$ cat config.mk
export PLATFORM = sky130hd
export DESIGN_NAME = ps2_to_serial_mouse_translator_top
export DESIGN_NICKNAME = d
export VERILOG_FILES = /design/src/hdl/ps2sm_pkg.sv /design/src/hdl/ps2sm_ctrl.sv /design/src/hdl/ps2sm_dp.sv /design/src/hdl/ps2_to_serial_mouse_translator_top.sv
export SDC_FILE = /design/constraint.sdc
export NUM_CORES = 1
export LEC_CHECK = 0
export ABC_AREA = 1
export ABC_CLOCK_PERIOD_IN_PS = 3200
export BUFFER_PORTS_ARGS = -buffer_cell sky130_fd_sc_hd__buf_4
export CAP_MARGIN = 10
export CORE_MARGIN = 2
export CORE_UTILIZATION = 30
export CTS_CLUSTER_SIZE = 25
export DETAILED_ROUTE_END_ITERATION = 8
export SKIP_LAST_GASP = 1
export SLEW_MARGIN = 20
export SYNTH_ARGS = -nofsm -noshare
export SYNTH_HDL_FRONTEND = slang
export SYNTH_SLANG_ARGS = --single-unit
$ cat constraint.sdc
create_clock -name i_clk -period 3.2 [get_ports i_clk]
set_input_delay 0.48 -clock i_clk [delete_from_list [all_inputs] [get_ports i_clk]]
set_output_delay 0.48 -clock i_clk [all_outputs]
set_load 0.1 [all_outputs]
$ cat src/hdl/ps2sm_pkg.sv
// ----------------------------------------------------------------------------
// ps2sm_pkg
// Shared types and constants of the PS/2 to serial mouse translator.
// ----------------------------------------------------------------------------
package ps2sm_pkg;

    localparam int C_GREETING_LENGTH = 61;
    localparam int C_TABLE_DEPTH     = 64;
    localparam int C_IDX_W           = $clog2(C_TABLE_DEPTH);
    localparam int C_LEN_W           = C_IDX_W + 1;

    // input item codes
    localparam logic [1:0] C_FUNC_BYTE = 2'd0;
    localparam logic [1:0] C_FUNC_TICK = 2'd1;
    localparam logic [1:0] C_FUNC_LINE = 2'd2;

    // protocol_mode codes
    localparam logic C_MODE_THREE_BTN = 1'b0;
    localparam logic C_MODE_EXTENDED  = 1'b1;

    // byte position codes
    localparam logic [1:0] C_POS_BUTTONS = 2'd0;
    localparam logic [1:0] C_POS_X       = 2'd1;
    localparam logic [1:0] C_POS_Y       = 2'd2;

    // two-byte greeting of the three-button format
    localparam logic [6:0] C_HELLO_0 = 7'h4D;
    localparam logic [6:0] C_HELLO_1 = 7'h33;

    // identification string of the extended format
    localparam logic [6:0] C_GREET [C_TABLE_DEPTH] = '{
        7'h4D, 7'h5A, 7'h40, 7'h00, 7'h00, 7'h00, 7'h08, 7'h01,
        7'h24, 7'h25, 7'h2D, 7'h23, 7'h10, 7'h10, 7'h10, 7'h11,
        7'h3C, 7'h3C, 7'h2D, 7'h2F, 7'h35, 7'h33, 7'h25, 7'h3C,
        7'h30, 7'h2E, 7'h30, 7'h10, 7'h26, 7'h10, 7'h21, 7'h3C,
        7'h25, 7'h2D, 7'h23, 7'h00, 7'h33, 7'h23, 7'h32, 7'h2F,
        7'h2C, 7'h2C, 7'h29, 7'h2E, 7'h27, 7'h00, 7'h33, 7'h25,
        7'h32, 7'h29, 7'h21, 7'h2C, 7'h00, 7'h2D, 7'h2F, 7'h35,
        7'h33, 7'h25, 7'h21, 7'h15, 7'h09, 7'h00, 7'h00, 7'h00
    };

    typedef struct packed {
        logic load;
        logic exec;
        logic emit;
        logic cfg_wr;
    } t_cmd;

    typedef struct packed {
        logic len_zero;
        logic at_last;
        logic out_free;
    } t_sts;

endpackage

$ cat src/hdl/ps2sm_ctrl.sv
// ----------------------------------------------------------------------------
// ps2sm_ctrl
// Sequencer: takes one item, runs it through the datapath, then paces out
// the resulting bytes into the output register.
// ----------------------------------------------------------------------------
module ps2sm_ctrl import ps2sm_pkg::*; (
    input  logic i_clk,
    input  logic i_rst_n,
    input  logic i_in_valid,
    output logic o_in_stall,
    input  logic i_cfg_valid,
    output logic o_cfg_ready,
    input  t_sts i_sts,
    output t_cmd o_cmd
);

    typedef enum logic [2:0] {
        S_IDLE = 3'b001,
        S_EXEC = 3'b010,
        S_SEND = 3'b100
    } t_state;

    t_state r_state;
    t_state n_state;

    always_ff @(posedge i_clk) begin
        if (!i_rst_n) begin
            r_state <= S_IDLE;
        end else begin
            r_state <= n_state;
        end
    end

    always_comb begin
        n_state      = r_state;
        o_cmd        = '0;
        o_in_stall   = 1'b1;
        o_cfg_ready  = 1'b0;
        unique case (r_state)
            S_IDLE: begin
                o_in_stall   = 1'b0;
                o_cfg_ready  = 1'b1;
                o_cmd.cfg_wr = i_cfg_valid;
                if (i_in_valid) begin
                    o_cmd.load = 1'b1;
                    n_state    = S_EXEC;
                end
            end
            S_EXEC: begin
                o_cmd.exec = 1'b1;
                n_state    = S_SEND;
            end
            S_SEND: begin
                if (i_sts.len_zero) begin
                    n_state = S_IDLE;
                end else if (i_sts.out_free) begin
                    o_cmd.emit = 1'b1;
                    if (i_sts.at_last) begin
                        n_state = S_IDLE;
                    end
                end
            end
            default: begin
                n_state = S_IDLE;
            end
        endcase
    end

endmodule

$ cat src/hdl/ps2sm_dp.sv
// ----------------------------------------------------------------------------
// ps2sm_dp
// Datapath: packet assembly, motion accumulators, host state, run buffer
// and output register.
// ----------------------------------------------------------------------------
module ps2sm_dp import ps2sm_pkg::*; #(
    parameter int GREETING_LENGTH = C_GREETING_LENGTH
) (
    input  logic       i_clk,
    input  logic       i_rst_n,
    input  t_cmd       i_cmd,
    output t_sts       o_sts,
    input  logic       i_cfg_protocol_mode,
    input  logic [1:0] i_func,
    input  logic [7:0] i_ps2_byte,
    input  logic       i_host_line_high,
    input  logic       i_out_stall,
    output logic       o_out_valid,
    output logic [6:0] o_serial_byte,
    output logic       o_last_of_run
);

    // latched item
    logic [1:0] r_func;
    logic [7:0] r_byte;
    logic       r_line;

    // translator state
    logic        r_mode,     n_mode;
    logic [1:0]  r_pos,      n_pos;
    logic [2:0]  r_held_btn, n_held_btn;
    logic [7:0]  r_held_x,   n_held_x;
    logic [15:0] r_acc_x,    n_acc_x;
    logic [15:0] r_acc_y,    n_acc_y;
    logic [2:0]  r_cur_btn,  n_cur_btn;
    logic [2:0]  r_sent_btn, n_sent_btn;
    logic        r_sent_mid, n_sent_mid;
    logic        r_host_en,  n_host_en;
    logic        r_force,    n_force;

    // run buffer
    logic [6:0]         r_pkt [4];
    logic [6:0]         n_pkt [4];
    logic               r_greet,  n_greet;
    logic [C_LEN_W-1:0] r_len,    n_len;
    logic [C_IDX_W-1:0] r_idx;

    // output register
    logic       r_out_valid;
    logic [6:0] r_out_byte;
    logic       r_out_last;

    logic [16:0] sum_x;
    logic [16:0] sum_y;
    logic        x_hi, x_lo, y_hi, y_lo;
    logic [7:0]  cx, cy;
    logic [15:0] rem_x, rem_y;
    logic        report;
    logic [6:0]  next_byte;

    function automatic logic [15:0] f_sat(input logic [16:0] s);
        logic [15:0] r;
        if (s[16] != s[15]) begin
            r = s[16] ? 16'h8000 : 16'h7FFF;
        end else begin
            r = s[15:0];
        end
        return r;
    endfunction

    assign sum_x = {r_acc_x[15], r_acc_x} + {{9{r_held_x[7]}}, r_held_x};
    assign sum_y = {r_acc_y[15], r_acc_y} - {{9{r_byte[7]}}, r_byte};

    // clamp to a signed byte, keep what is left over
    assign x_hi  = !r_acc_x[15] && (r_acc_x[14:7] != 8'h00);
    assign x_lo  =  r_acc_x[15] && (r_acc_x[14:7] != 8'hFF);
    assign y_hi  = !r_acc_y[15] && (r_acc_y[14:7] != 8'h00);
    assign y_lo  =  r_acc_y[15] && (r_acc_y[14:7] != 8'hFF);
    assign cx    = x_hi ? 8'h7F : (x_lo ? 8'h80 : r_acc_x[7:0]);
    assign cy    = y_hi ? 8'h7F : (y_lo ? 8'h80 : r_acc_y[7:0]);
    assign rem_x = x_hi ? r_acc_x - 16'd127 : (x_lo ? r_acc_x + 16'd128 : 16'd0);
    assign rem_y = y_hi ? r_acc_y - 16'd127 : (y_lo ? r_acc_y + 16'd128 : 16'd0);

    assign report = r_host_en && ((r_cur_btn != r_sent_btn) || (r_acc_x != 16'd0)
                    || (r_acc_y != 16'd0) || r_force);

    always_comb begin
        n_mode     = i_cmd.cfg_wr ? i_cfg_protocol_mode : r_mode;
        n_pos      = r_pos;
        n_held_btn = r_held_btn;
        n_held_x   = r_held_x;
        n_acc_x    = r_acc_x;
        n_acc_y    = r_acc_y;
        n_cur_btn  = r_cur_btn;
        n_sent_btn = r_sent_btn;
        n_sent_mid = r_sent_mid;
        n_host_en  = r_host_en;
        n_force    = r_force;
        n_pkt      = r_pkt;
        n_greet    = r_greet;
        n_len      = r_len;
        if (i_cmd.exec) begin
            n_greet = 1'b0;
            n_len   = '0;
            unique case (r_func)
                C_FUNC_BYTE: begin
                    priority case (r_pos)
                        C_POS_X: begin
                            n_held_x = r_byte;
                            n_pos    = C_POS_Y;
                        end
                        C_POS_Y: begin
                            n_cur_btn = r_held_btn;
                            n_acc_x   = f_sat(sum_x);
                            n_acc_y   = f_sat(sum_y);
                            n_pos     = C_POS_BUTTONS;
                        end
                        default: begin
                            n_held_btn = r_byte[2:0];
                            n_pos      = C_POS_X;
                        end
                    endcase
                end
                C_FUNC_TICK: begin
                    if (report) begin
                        n_acc_x    = rem_x;
                        n_acc_y    = rem_y;
                        n_force    = 1'b0;
                        n_sent_btn = r_cur_btn;
                        n_pkt[0]   = {1'b1, r_cur_btn[0], r_cur_btn[1], cy[7:6], cx[7:6]};
                        n_pkt[1]   = {1'b0, cx[5:0]};
                        n_pkt[2]   = {1'b0, cy[5:0]};
                        n_len      = C_LEN_W'(3);
                        if (r_mode == C_MODE_EXTENDED) begin
                            n_pkt[3] = {2'b00, r_cur_btn[2], 4'b0000};
                            n_len    = C_LEN_W'(4);
                        end else if (r_cur_btn[2] || r_sent_mid) begin
                            n_pkt[3]   = {1'b0, r_cur_btn[2], 5'b00000};
                            n_len      = C_LEN_W'(4);
                            n_sent_mid = r_cur_btn[2];
                        end
                    end
                end
                C_FUNC_LINE: begin
                    n_host_en = !r_line;
                    n_force   = 1'b1;
                    if (!r_line) begin
                        if (r_mode == C_MODE_EXTENDED) begin
                            n_greet = 1'b1;
                            n_len   = C_LEN_W'(GREETING_LENGTH);
                        end else begin
                            n_pkt[0] = C_HELLO_0;
                            n_pkt[1] = C_HELLO_1;
                            n_len    = C_LEN_W'(2);
                        end
                    end
                end
                default: begin
                end
            endcase
        end
    end

    always_ff @(posedge i_clk) begin
        if (!i_rst_n) begin
            r_mode     <= C_MODE_THREE_BTN;
            r_pos      <= C_POS_BUTTONS;
            r_held_btn <= '0;
            r_held_x   <= '0;
            r_acc_x    <= '0;
            r_acc_y    <= '0;
            r_cur_btn  <= '0;
            r_sent_btn <= '0;
            r_sent_mid <= 1'b0;
            r_host_en  <= 1'b0;
            r_force    <= 1'b0;
            r_greet    <= 1'b0;
            r_len      <= '0;
        end else begin
            r_mode     <= n_mode;
            r_pos      <= n_pos;
            r_held_btn <= n_held_btn;
            r_held_x   <= n_held_x;
            r_acc_x    <= n_acc_x;
            r_acc_y    <= n_acc_y;
            r_cur_btn  <= n_cur_btn;
            r_sent_btn <= n_sent_btn;
            r_sent_mid <= n_sent_mid;
            r_host_en  <= n_host_en;
            r_force    <= n_force;
            r_greet    <= n_greet;
            r_len      <= n_len;
        end
    end

    // payload registers
    always_ff @(posedge i_clk) begin
        r_pkt <= n_pkt;
        if (i_cmd.load) begin
            r_func <= i_func;
            r_byte <= i_ps2_byte;
            r_line <= i_host_line_high;
        end
        if (i_cmd.exec) begin
            r_idx <= '0;
        end else if (i_cmd.emit) begin
            r_idx <= r_idx + C_IDX_W'(1);
        end
    end

    assign next_byte = r_greet ? C_GREET[r_idx] : r_pkt[r_idx[1:0]];

    always_ff @(posedge i_clk) begin
        if (!i_rst_n) begin
            r_out_valid <= 1'b0;
        end else if (i_cmd.emit) begin
            r_out_valid <= 1'b1;
        end else if (!i_out_stall) begin
            r_out_valid <= 1'b0;
        end
    end

    always_ff @(posedge i_clk) begin
        if (i_cmd.emit) begin
            r_out_byte <= next_byte;
            r_out_last <= o_sts.at_last;
        end
    end

    assign o_sts.len_zero = (r_len == '0);
    assign o_sts.at_last  = ((C_LEN_W'(r_idx) + C_LEN_W'(1)) == r_len);
    assign o_sts.out_free = !r_out_valid || !i_out_stall;

    assign o_out_valid   = r_out_valid;
    assign o_serial_byte = r_out_byte;
    assign o_last_of_run = r_out_last;

endmodule

$ cat src/hdl/ps2_to_serial_mouse_translator_top.sv
// an item is taken, executed in the next cycle, and its first byte is
// emitted from the send state into the single output register; further
// bytes follow back to back while the output is not stalled. A new item
// is taken only after all bytes of the last one are emitted (up to 4 for
// a packet, GREETING_LENGTH for the identification string).
// reset: synchronous active-low, clears all translator state and the mode.
// ----------------------------------------------------------------------------
// ps2_to_serial_mouse_translator_top
// Converts PS/2 mouse packets into serial mouse reports and greetings.
// ----------------------------------------------------------------------------
module ps2_to_serial_mouse_translator_top import ps2sm_pkg::*; #(
    parameter int GREETING_LENGTH = C_GREETING_LENGTH
) (
    input  logic       i_clk,
    input  logic       i_rst_n,
    input  logic       i_cfg_valid,
    output logic       o_cfg_ready,
    input  logic       i_cfg_protocol_mode,
    input  logic       i_in_valid,
    output logic       o_in_stall,
    input  logic [1:0] i_func,
    input  logic [7:0] i_ps2_byte,
    input  logic       i_host_line_high,
    output logic       o_out_valid,
    input  logic       i_out_stall,
    output logic [6:0] o_serial_byte,
    output logic       o_last_of_run
);

    t_cmd cmd;
    t_sts sts;

    ps2sm_ctrl u_ctrl (
        .i_clk       (i_clk),
        .i_rst_n     (i_rst_n),
        .i_in_valid  (i_in_valid),
        .o_in_stall  (o_in_stall),
        .i_cfg_valid (i_cfg_valid),
        .o_cfg_ready (o_cfg_ready),
        .i_sts       (sts),
        .o_cmd       (cmd)
    );

    ps2sm_dp #(
        .GREETING_LENGTH (GREETING_LENGTH)
    ) u_dp (
        .i_clk               (i_clk),
        .i_rst_n             (i_rst_n),
        .i_cmd               (cmd),
        .o_sts               (sts),
        .i_cfg_protocol_mode (i_cfg_protocol_mode),
        .i_func              (i_func),
        .i_ps2_byte          (i_ps2_byte),
        .i_host_line_high    (i_host_line_high),
        .i_out_stall         (i_out_stall),
        .o_out_valid         (o_out_valid),
        .o_serial_byte       (o_serial_byte),
        .o_last_of_run       (o_last_of_run)
    );

endmodule

Word level (Yosys, flattened, before mapping). Memories as Yosys holds them, arrays and structs flattened. Cells that the tools add are included.

ROM bits: 448. Output and inout port bits: 11. Word-level logic and storage cells: 157. Memories: 1. Bits of input ports: 17. Register bits: 114.

Reduce and logical (&&, ||, !) cells: 37. Muxes and demuxes: 58. $lt $le $gt $ge: 2. Bitwise operators: 4. Eq/ne operators: 21. Add/subtract/negate cells: 8.

Memory list: (no name shown) (words 64, bits a word 7, rd ports 1, clocked after Yosys merged registers in 0, write ports 0, line ps2sm_dp.sv:211) `assign next_byte = r_greet ? C_GREET[r_idx] : r_pkt[r_idx[1:0]];`.

Operators with widths (count): 16-bit 2-to-1 mux (12); 16-bit one-hot mux with 2 select lines (2); 7-bit 2-to-1 mux (9); 16-bit by 8-bit adder with 16-bit output (second input constant) (2); 8-bit 2-to-1 mux (4); 16-bit nonzero test (2); 16-bit by 7-bit subtractor with 16-bit output (second input constant) (2); 14-bit 2-to-1 mux (2); 28-bit 2-to-1 mux (1); 14-bit one-hot mux with 2 select lines (1); 3-bit AND reduction (6); 16-bit by 8-bit adder with 17-bit output (1); 16-bit by 8-bit subtractor with 17-bit output (1); 8-bit inequality test (second input constant) (2); 8-bit nonzero test (2); 1-bit 2-to-1 mux (15); 3-bit 2-to-1 mux (5); 7-bit binary-select mux with 2-bit select (1); 7-bit one-hot mux with 2 select lines (1); 6-bit 2-to-1 mux (2); 5-bit AND reduction (2); 3-bit one-hot mux with 3 select lines (1); 4-bit AND reduction (2); 6-bit by 1-bit adder with 7-bit output (second input constant) (1); 27 further kinds (51).

Logic depth before layout (Yosys ltp). Gate-level depths: netlist (run 1).

Depth in word-level cells: 7. Gate-level depth with buffers: 17.

Hierarchy. Synthesis (run 1) repeated with hierarchy kept, for this count alone.

Cell total of the unflattened synthesis: 1338. Area total of the unflattened synthesis: 8682.1 sq um.

Modules (own cells, without submodules): ps2sm_dp (area an instance 8519.4 sq um, instances 1, cells an instance 1310); ps2sm_ctrl (area an instance 162.7 sq um, instances 1, cells an instance 28).

Worst setup path before layout (run 1). OpenSTA, ideal clock, no wires.

Path type: reg2reg. Start: register u_ctrl.r_state[0]. End: register u_dp.r_byte[0] (enable). Setup time: 380 ps. Data arrival time: 4745 ps. Setup slack: -1926 ps. Stages on the path, launching flop included: 5. Required time: 2820 ps. Cells stage by stage: dfxtp_1 -> inv_1 -> nor3_1 -> inv_1 -> nor2_1.

RTL lines: start: declaration (line ps2sm_ctrl.sv:23) `t_state r_state;`; start signal: assignment (line ps2sm_ctrl.sv:30) `r_state <= n_state;`; end signal: assignment (line ps2sm_dp.sv:201) `r_byte <= i_ps2_byte;`; end: declaration (line ps2sm_dp.sv:25) `logic [7:0] r_byte;`.

Final worst setup path (run 1).
Start: register u_dp.r_acc_x[0]. End: register u_dp.r_acc_x[10].

Cells in the longest elaborated chain, start to end: 7. Elaborated cells between the ends (all ways): 18. Those cells by class: add/sub (3); eq/ne (2); mux (7); reduce/logical (6).

Ends and longest elaborated chain: start: declaration (line ps2sm_dp.sv:33) `logic [15:0] r_acc_x, n_acc_x;`; start signal: assignment (line ps2sm_dp.sv:184) `r_acc_x <= n_acc_x;`; parallel branches: the longest is 7 deep, another holds 16-bit by 8-bit adder with 16-bit output.

Parallel ways; which one is timed is not known. The select of a mux whose other input is x is not followed. A chain may end at the register's enable or synchronous reset.

==> results of run 1 <==
-- cell families after synthesis --
group                      count (synthesis)
AOI/OAI and AO/OA                        245
xor gates and xnor gates                  38
adders and majority gates                 57
buffers and inverters                    197
DFF                                      108
and+or+nand+nor                          664
-- power groups by stage --
stage	clock network, uW	registers [uW]	logic [uW]
floorplan	0	1510	422
global placement	0	1540	545
detailed placement	0	1550	540
CTS	1200	1510	543
global route	1250	1520	618
finish	1180	1510	551
-- cell type report --
type	count	area (sq um)	share of cell area [%]
Multi-Input combinational cell	1004	5236	55.31
Timing Repair Buffer	38	285.3	3.013
Clock inverter	5	57.56	0.6080
Inverter	162	608.1	6.423
Tap cell	378	473.0	4.996
Sequential cell	108	2552	26.96
Clock buffer	11	254.0	2.683
-- sequential cells by signal, summed over array words and instances, names as in the netlist, 4 cells and up --
| register | cells |
|---|---|
| u_dp.r_held_x | 8 |
| u_dp.r_acc_y | 16 |
| u_dp.r_idx | 6 |
| u_dp.r_pkt | 20 |
| u_dp.r_len | 4 |
| u_dp.r_byte | 8 |
| u_dp.o_serial_byte | 7 |
| u_dp.r_acc_x | 16 |
-- cells in the mapped netlist (8+ instances only) --
library cell and count:
o21ai_0 94, inv_1 156, dfxtp_1 69, nand4_1 14, a31oi_1 8, o211ai_1 10
o21ai_1 10, nand2_1 330, ha_1 55, xor2_1 24, nor2_2 8, nor2_1 171
edfxtp_1 39, nor3_1 19, nand3_1 91, clkbuf_1 19, xnor2_1 14, a21oi_1 94
-- worst min path at each step --
stage,to,cells after the start,slack [ns]
finish,u_dp.r_byte[6]$_DFFE_PP_,1,0.29
global route,u_dp.r_line$_DFFE_PP_,1,0.28
CTS,u_dp.r_byte[6]$_DFFE_PP_,1,0.28
detailed placement,u_dp.r_force$_SDFFE_PN0P_,2,0.45
global placement,u_dp.r_force$_SDFFE_PN0P_,2,0.45
floorplan,u_dp.r_force$_SDFFE_PN0P_,2,0.43
-- metrics by stage --
step / area, sq um / worst slack [ns] / cells / utilization, %
2_1_floorplan: 8588 / 0.1485 / 1309 / -
3_3_place_gp: 9155 / 0.7132 / 1690 / 32.77
3_5_place_dp: 9155 / 0.6599 / 1690 / 32.77
4_1_cts: 9467 / 0.6319 / 1706 / 33.89
5_1_grt: 9467 / 0.2798 / 1706 / 33.89
6_report: 9467 / 0.6032 / 1706 / 33.89
-- per-layer routing --
| metal | global-route usage (%) | wire length, um |
|---|---|---|
| met5 | 0 | 0 |
| met4 | 5.014 | 554 |
| met3 | 2.353 | 1215 |
| met2 | 26.75 | 10960 |
| met1 | 21.62 | 11340 |
-- critical path, cell delays in order, from the launching register on --
cell     delay (ns)
dfxtp_1        0.45
ha_1           0.27
inv_1          0.07
fa_1           0.39
inv_1          0.07
nand2_1        0.04
nand2_1        0.09
nand3_1        0.07
nand2_1        0.13
nand2_1        0.11
nand2_1        0.09
nand2_1        0.05
nand2_1        0.09
nand2_2        0.10
nand2_1        0.20
inv_1          0.12
nand2_1        0.09
a21oi_1        0.06
==> results by group, run 1 <==
Hold path
  – Hold Crit Class: in2reg
  – Hold path startpoint: i_ps2_byte[6]

Clocking
  – Clock buffer count from CTS: 9
  – Clock Latency Late Sink: ~0.36 ns
  – Post-CTS setup buffers: 0
  – CTS resizes: 0
  – Clock root cell: clkbuf_16
  – Cts hold-fix bufs: 0
  – Worst-path clk slew: ~0.070 ns
  – # clock sinks: between 100 and 150
  – Clock tree buffer depth: 2
  – CTS tree: done
  – Htree depth: 3

Pwr
  – NetSw: between 900 and 1000 uW
  – VDD IR max: between 0.2 and 0.25 mV
  – Final Power: around 3200 uW
  – Pwr dens: between 300 and 400 mW/mm^2
  – P_leak: around 0.0043 uW
  – Internal power: 2293 uW
  – Comb pwr share: between 10% and 20%
  – Sequential share of power: a little under half
  – Switching share of power: 29.38%
  – Clk network pwr share: between 30% and 40%

Global route
  – Global Route Usage Sum: 16.14%
  – Vias in the first global route: 8,020
  – First-pass GRT wire length: 39,740 um
  – Initial antenna violation count: 0
  – GRT Residual Overflow: 0
  – Largest net degree at the start of global routing: 37

Critical path
  – Required time of the critical path: between 3 and 4 ns
  – Critical R2R Capture: u_dp.r_acc_x[10]$_SDFFE_PN0P_
  – Cells on worst reg2reg path: 17
  – CP arrival: around 2.8 ns
  – Flop2flop setup slack: approximately 0.60 ns
  – Critical-path maximum fanout: 7
  – CP startpoint: u_dp.r_acc_x[0]$_SDFFE_PN0P_
  – Worst setup EP type: flip-flop
  – WS Path Type: reg2reg
  – CP startpoint kind: flip-flop
  – Worst setup path end: u_dp.r_acc_x[10]$_SDFFE_PN0P_
  – Reg-to-Reg Start: u_dp.r_acc_x[0]$_SDFFE_PN0P_

Synth
  – Synth Area in XOR/XNOR: ~3.9%
  – Syn Inst Count: approximately 1,300
  – Yosys warning count: 0
  – Synth cell types: 50
  – Synth Area per Inst: approximately 6.6 sq um
  – Post-synthesis mux area share: 0%
  – Post-synthesis net count: approximately 1,400
  – Synth Area in Compound Gates: 15.83%
  – Adder-cell area share of the yosys netlist: between 8 and 9%
  – Mapped Area: about 0.0086 sq mm
  – Seq cells post-synth: about 110
  – Top cell type's share of synthesized area: ~16%
  – EDFF count, synth: 39
  – Synth area leader: dfxtp_1
  – Synth Area in Simple Gates: approximately 33%
  – Async set-reset flop share out of synthesis: 0%
  – Dominant synthesized flop cell: dfxtp_1
  – Seq/Total Area, Yosys: around 30%
  – Main combinational cell family by area after synthesis: simple AND/OR/NAND/NOR gates
  – Largest cells by area after synthesis: dfxtp_1 (16%), nand2_1 (14%), edfxtp_1 (14%)

STA
  – Fin crit period: roughly 2.6 ns
  – Final hold slack: between 0.2 and 0.3 ns
  – RSZ-0062 raised after global routing: no
  – Slew Viols, Final: 0
  – Worst-Margin Slew: around 0.63 ns
  – # setup viols final: 0
  – Final setup TNS: 0 ns
  – Final Cycle Share: between 80% and 90%
  – Fmax: ~390 MHz
  – Final hold violations: 0
  – Skew final: around 0.011 ns
  – Headroom to the max-slew limit: between 50% and 60%

Cells and area
  – Filler Cell Count: between 3,000 and 4,000
  – Commonest non-fill, non-tap cell in the layout: nand2_1
  – Area growth from synthesis to layout: 10.37%
  – Nets: approximately 1,400
  – Share of cells above drive strength 1: under 10%
  – Most frequent cells in the layout: nand2_1 (330), nor2_1 (171), inv_1 (156)
  – # diodes: 0

Floorplanning
  – Die H: ~170 um
  – Die area: around 0.03 sq mm
  – Core footprint: 0.02793 sq mm
  – Row count: 61
  – Ports: 28
  – Die W: 173.1 um
  – Starting density of the core: 30.70%

Place
  – PortBufs: 27
  – Post-DP HPWL: about 19,000 um
  – RD Place Congestion: 0.9364

Detailed routing
  – Vias per cell: ~5.0
  – Antenna-violating nets left: 0
  – WL/cell: approximately 14 um
  – Remaining DRCs: 0
  – DRT iter0 DRCs: between 700 and 800
  – Drt pass-1 iters: 6
  – Routed WL: approximately 24,000 um
  – Via count: approximately 8,500

Outcome
  – Status: finished, final reports clean

Flow run
  – Max_cap viols: 0
Note: power is estimated with default switching activity, not from simulation.
==> run 2: changes to the inputs <==
--- a/config.mk
+++ b/config.mk
@@ -5,8 +5,8 @@
 export SDC_FILE = /design/constraint.sdc
 export NUM_CORES = 1
 export LEC_CHECK = 0
-export ABC_AREA = 1
-export ABC_CLOCK_PERIOD_IN_PS = 3200
+export ABC_AREA = 0
+export ABC_CLOCK_PERIOD_IN_PS = 2700
 export BUFFER_PORTS_ARGS = -buffer_cell sky130_fd_sc_hd__buf_4
 export CAP_MARGIN = 10
 export CORE_MARGIN = 2
==> constraint.sdc (replaced) <==
create_clock -name i_clk -period 2.7 [get_ports i_clk]
set_input_delay 0.405 -clock i_clk [delete_from_list [all_inputs] [get_ports i_clk]]
set_output_delay 0.405 -clock i_clk [all_outputs]
set_load 0.1 [all_outputs]
==> results by group, run 2 <==
Global route
  – Initial antenna violation count: 0 (unchanged)
  – GRT Residual Overflow: 0 (unchanged)
  – First-pass GRT wire length: 36,010 um (-9.4%)
  – Largest net degree at the start of global routing: 46 (+24%)
  – Vias in the first global route: 7,072 (-12%)
  – Global Route Usage Sum: 15.73% (-0.41 points)

Pwr
  – P_leak: 0.003776 uW (-12%)
  – Final Power: 3427 uW (+5.6%)
  – Pwr dens: 355.2 mW/mm^2 (+3.6%)
  – Comb pwr share: 10.7% (-6.3 points)
  – NetSw: 862.0 uW (-9.6%)
  – Switching share of power: 25.15% (-4.2 points)
  – Internal power: 2565 uW (+12%)
  – VDD IR max: 0.3896 mV (+74%)
  – Sequential share of power: 50.1% (+3.5 points)
  – Clk network pwr share: 39.3% (+2.9 points)

Critical path
  – CP bufs+invs: 3 (unchanged)
  – CP arrival: 2.90 ns (+0.06 ns)
  – CP max stage delay: 0.38 ns (-0.07 ns)
  – Reg-to-Reg Start: u_dp.r_byte[7]$_DFFE_PP_
  – CP startpoint kind: flip-flop
  – Flop2flop setup slack: 0.10 ns (-0.50 ns)
  – Required time of the critical path: 3.00 ns (-0.45 ns)
  – CP Depth: 12 (-5)
  – CP startpoint: u_dp.r_byte[7]$_DFFE_PP_
  – Critical R2R Capture: u_dp.r_acc_y[4]$_SDFFE_PN0P_
  – Top Family by Delay on Critical Path: compound AO/OA/AOI/OAI gates
  – WS Path Type: reg2reg
  – Crit path cell chain: inv_2, ha_2, a21o_1, a211oi_2, a211o_1, a31oi_4, buf_4, mux2i_4, buf_4, nand2b_4, o22ai_1, o221a_2
  – Cells on worst reg2reg path: 12 (-5)
  – CP max-delay cell: edfxtp_1
  – Critical-path maximum fanout: 5 (-2)
  – Most common cell on crit path: buf_4
  – Worst setup path end: u_dp.r_acc_y[4]$_SDFFE_PN0P_
  – Worst setup EP type: flip-flop

STA
  – Headroom to the max-slew limit: 58.93% (+1.2 points)
  – Slew Viols, Final: 0 (unchanged)
  – Fin crit period: 2.599 ns (+0.002658 ns)
  – # setup viols final: 0 (unchanged)
  – Skew final: 0.01208 ns (+0.001525 ns)
  – Final hold violations: 0 (unchanged)
  – RSZ-0062 raised after global routing: yes
  – Final hold slack: 0.2189 ns (-0.07523 ns)
  – Worst-Margin Slew: 0.6152 ns (-0.01740 ns)
  – Fmax: 384.7 MHz (-0.10%)
  – Final Cycle Share: 96.28% (+15 points)

Place
  – PortBufs: 27 (unchanged)
  – RD Place Congestion: 0.8801 (-6.0%)
  – Placed Cells: 1,362 (-19%)
  – Post-DP HPWL: 16,740 um (-11%)

Hold path
  – Hold path depth: 1 (unchanged)
  – Hold Crit Class: in2reg

Synth
  – Largest cells by area after synthesis: dfxtp_1 (17%), edfxtp_1 (15%), ha_1 (8.6%)
  – Synth cell types: 76 (+52%)
  – Synth Area per Inst: 8.300 sq um (+27%)
  – Async set-reset flop share out of synthesis: 0% (unchanged)
  – Synth area leader: dfxtp_1
  – Yosys warning count: 0 (unchanged)
  – Top post-synthesis cells by count: nor2_1 (90), a21oi_1 (83), o21ai_0 (78), nand2_1 (73), dfxtp_1 (69)
  – Dominant synthesized flop cell: dfxtp_1
  – Post-synthesis net count: 1,040 (-25%)
  – Count leader, synth: nor2_1
  – Syn Inst Count: 966 (-26%)
  – EDFF count, synth: 39 (unchanged)
  – Seq/Total Area, Yosys: 31.84% (+2.1 points)
  – Mapped Area: 0.008018 sq mm (-6.5%)
  – Seq cells post-synth: 108 (unchanged)
  – Top cell type's share of synthesized area: 17.23% (+1.1 points)

Floorplanning
  – Starting density of the core: 30.68% (about the same)
  – Die W: 167.5 um (-3.2%)
  – Die H: 167.5 um (-3.2%)
  – Row count: 59 (-3.3%)
  – Die area: 0.02805 sq mm (-6.4%)
  – Core footprint: 0.02613 sq mm (-6.4%)
  – Ports: 28 (unchanged)

Cells and area
  – Most frequent cells in the layout: buf_4 (121), nor2_1 (88), a21oi_1 (77)
  – Nets: 1,116 (-20%)
  – Commonest non-fill, non-tap cell in the layout: buf_4
  – Largest regs: u_dp.r_pkt x20, u_dp.r_acc_x x16, u_dp.r_acc_y x16
  – Max reg flops: 20 (unchanged)
  – # diodes: 0 (unchanged)
  – Non-filler cells, final: 1,382 (-19%)
  – Area growth from synthesis to layout: 20.33%
  – Final core occ: 36.92% (+3.0 points)
  – Share of cells above drive strength 1: 20.92% (+15 points)
  – Top reg by flops: u_dp.r_pkt
  – Filler Cell Count: 2,738 (-11%)

Clocking
  – CTS tree: done
  – Htree depth: 3 (unchanged)
  – Clock tree buffer depth: 2 (unchanged)
  – Worst-path clk slew: 0.07 ns (about the same)
  – Clock buffer count from CTS: 9 (unchanged)
  – Clock root cell: clkbuf_16
  – # clock sinks: 108 (unchanged)
  – Clock Latency Late Sink: 0.36 ns (about the same)

Detailed routing
  – Drt pass-1 iters: 6 (unchanged)
  – Via count: 7,341 (-13%)
  – Antenna-violating nets left: 0 (unchanged)
  – Met1 wire length: 10,750 um (-5.2%)
  – DR WL met3: 757 um (-38%)
  – Remaining DRCs: 3 (+3)
  – Routed WL: 22,080 um (-8.2%)
  – WL/cell: 15.98 um (+13%)
  – Top Layer Used: met4
  – Vias per cell: 5.312 (+7.2%)
  – DRT iter0 DRCs: 548 (-28%)
  – Met2 WL post-DR: 10,120 um (-7.7%)

Outcome
  – Failing checks: DRC
  – Status: complete, but fails checks

Flow run
  – Max_cap viols: 0 (unchanged)
==> run 2: cell types whose count changed in the layout (fill, tap and decap cells not counted), moves of 14 or more <==
cell	previous run	this run
and3_1	1	16
inv_1	156	40
a21oi_1	94	77
o21ai_0	94	74
nor2_1	171	88
nand3_1	91	35
o221a_2	0	14
nand2_1	330	73
nand2b_1	0	20
buf_4	38	121
==> run 2: cell type report <==
type,count,area (sq um),share of cell area (%)
clock buffer,10,229.0,2.373
clock inverter,6,62.56,0.6484
inverter,43,161.4,1.673
multi-input combinational,759,5308,55.01
sequential,108,2560,26.53
tap,335,419.2,4.344
timing repair buffer,121,908.4,9.415
==> run 2: worst min-delay path by stage <==
stage / start / endpoint / slack [ns]
6_report: i_ps2_byte[6] / u_dp.r_byte[6]$_DFFE_PP_ / 0.22
5_1_grt: i_ps2_byte[3] / u_dp.r_byte[3]$_DFFE_PP_ / 0.20
4_1_cts: i_ps2_byte[6] / u_dp.r_byte[6]$_DFFE_PP_ / 0.21
3_5_place_dp: u_dp.r_sent_btn[0]$_SDFFE_PN0P_ / u_dp.r_sent_btn[0]$_SDFFE_PN0P_ / 0.46
3_3_place_gp: u_dp.r_sent_btn[0]$_SDFFE_PN0P_ / u_dp.r_sent_btn[0]$_SDFFE_PN0P_ / 0.45
2_1_floorplan: u_dp.r_sent_btn[0]$_SDFFE_PN0P_ / u_dp.r_sent_btn[0]$_SDFFE_PN0P_ / 0.45
==> run 2: repair_timing <==
item,CTS,global route
setup endpoints to repair,11,38
pin swaps,2,9
cloned,1,0
hold buffers,0,0
setup buffers,1,2
resized for setup,9,37
==> run 2: cells by family after synthesis <==
family | after synthesis | share of synthesized area [%]
mux | 24 | 3.933
xor+xnor | 50 | 5.462
buf+inv | 100 | 4.760
compound gates | 308 | 25.55
flops | 108 | 31.84
simple gates | 319 | 19.38
fa+ha+maj | 57 | 9.082
==> run 2: power by group through the flow <==
stage	Combinational (uW)	Clock (uW)	Sequential (uW)
after floorplan	224	0	1750
after global placement	345	0	1750
after detailed placement	345	0	1750
after CTS	351	1380	1720
after global routing	401	1430	1720
final	365	1350	1720
==> run 2: stage by stage <==
stage	TNS (ns)	cell area [sq um]	setup WS (ns)
final	0	9648	0.1006
after global routing	-0.3715	9648	-0.06665
after CTS	-0.0006999	9473	-0.0006999
after detailed placement	-0.3168	9135	-0.04625
after global placement	0	9135	0.03204
after floorplan	0	8044	0.01203
==> run 2: layer usage <==
layer	global-route usage, %	up-vias
met5	0	-
met3	3.073	26
met1	21.06	3474
met4	4.839	0
met2	25.67	121
li1	-	3720
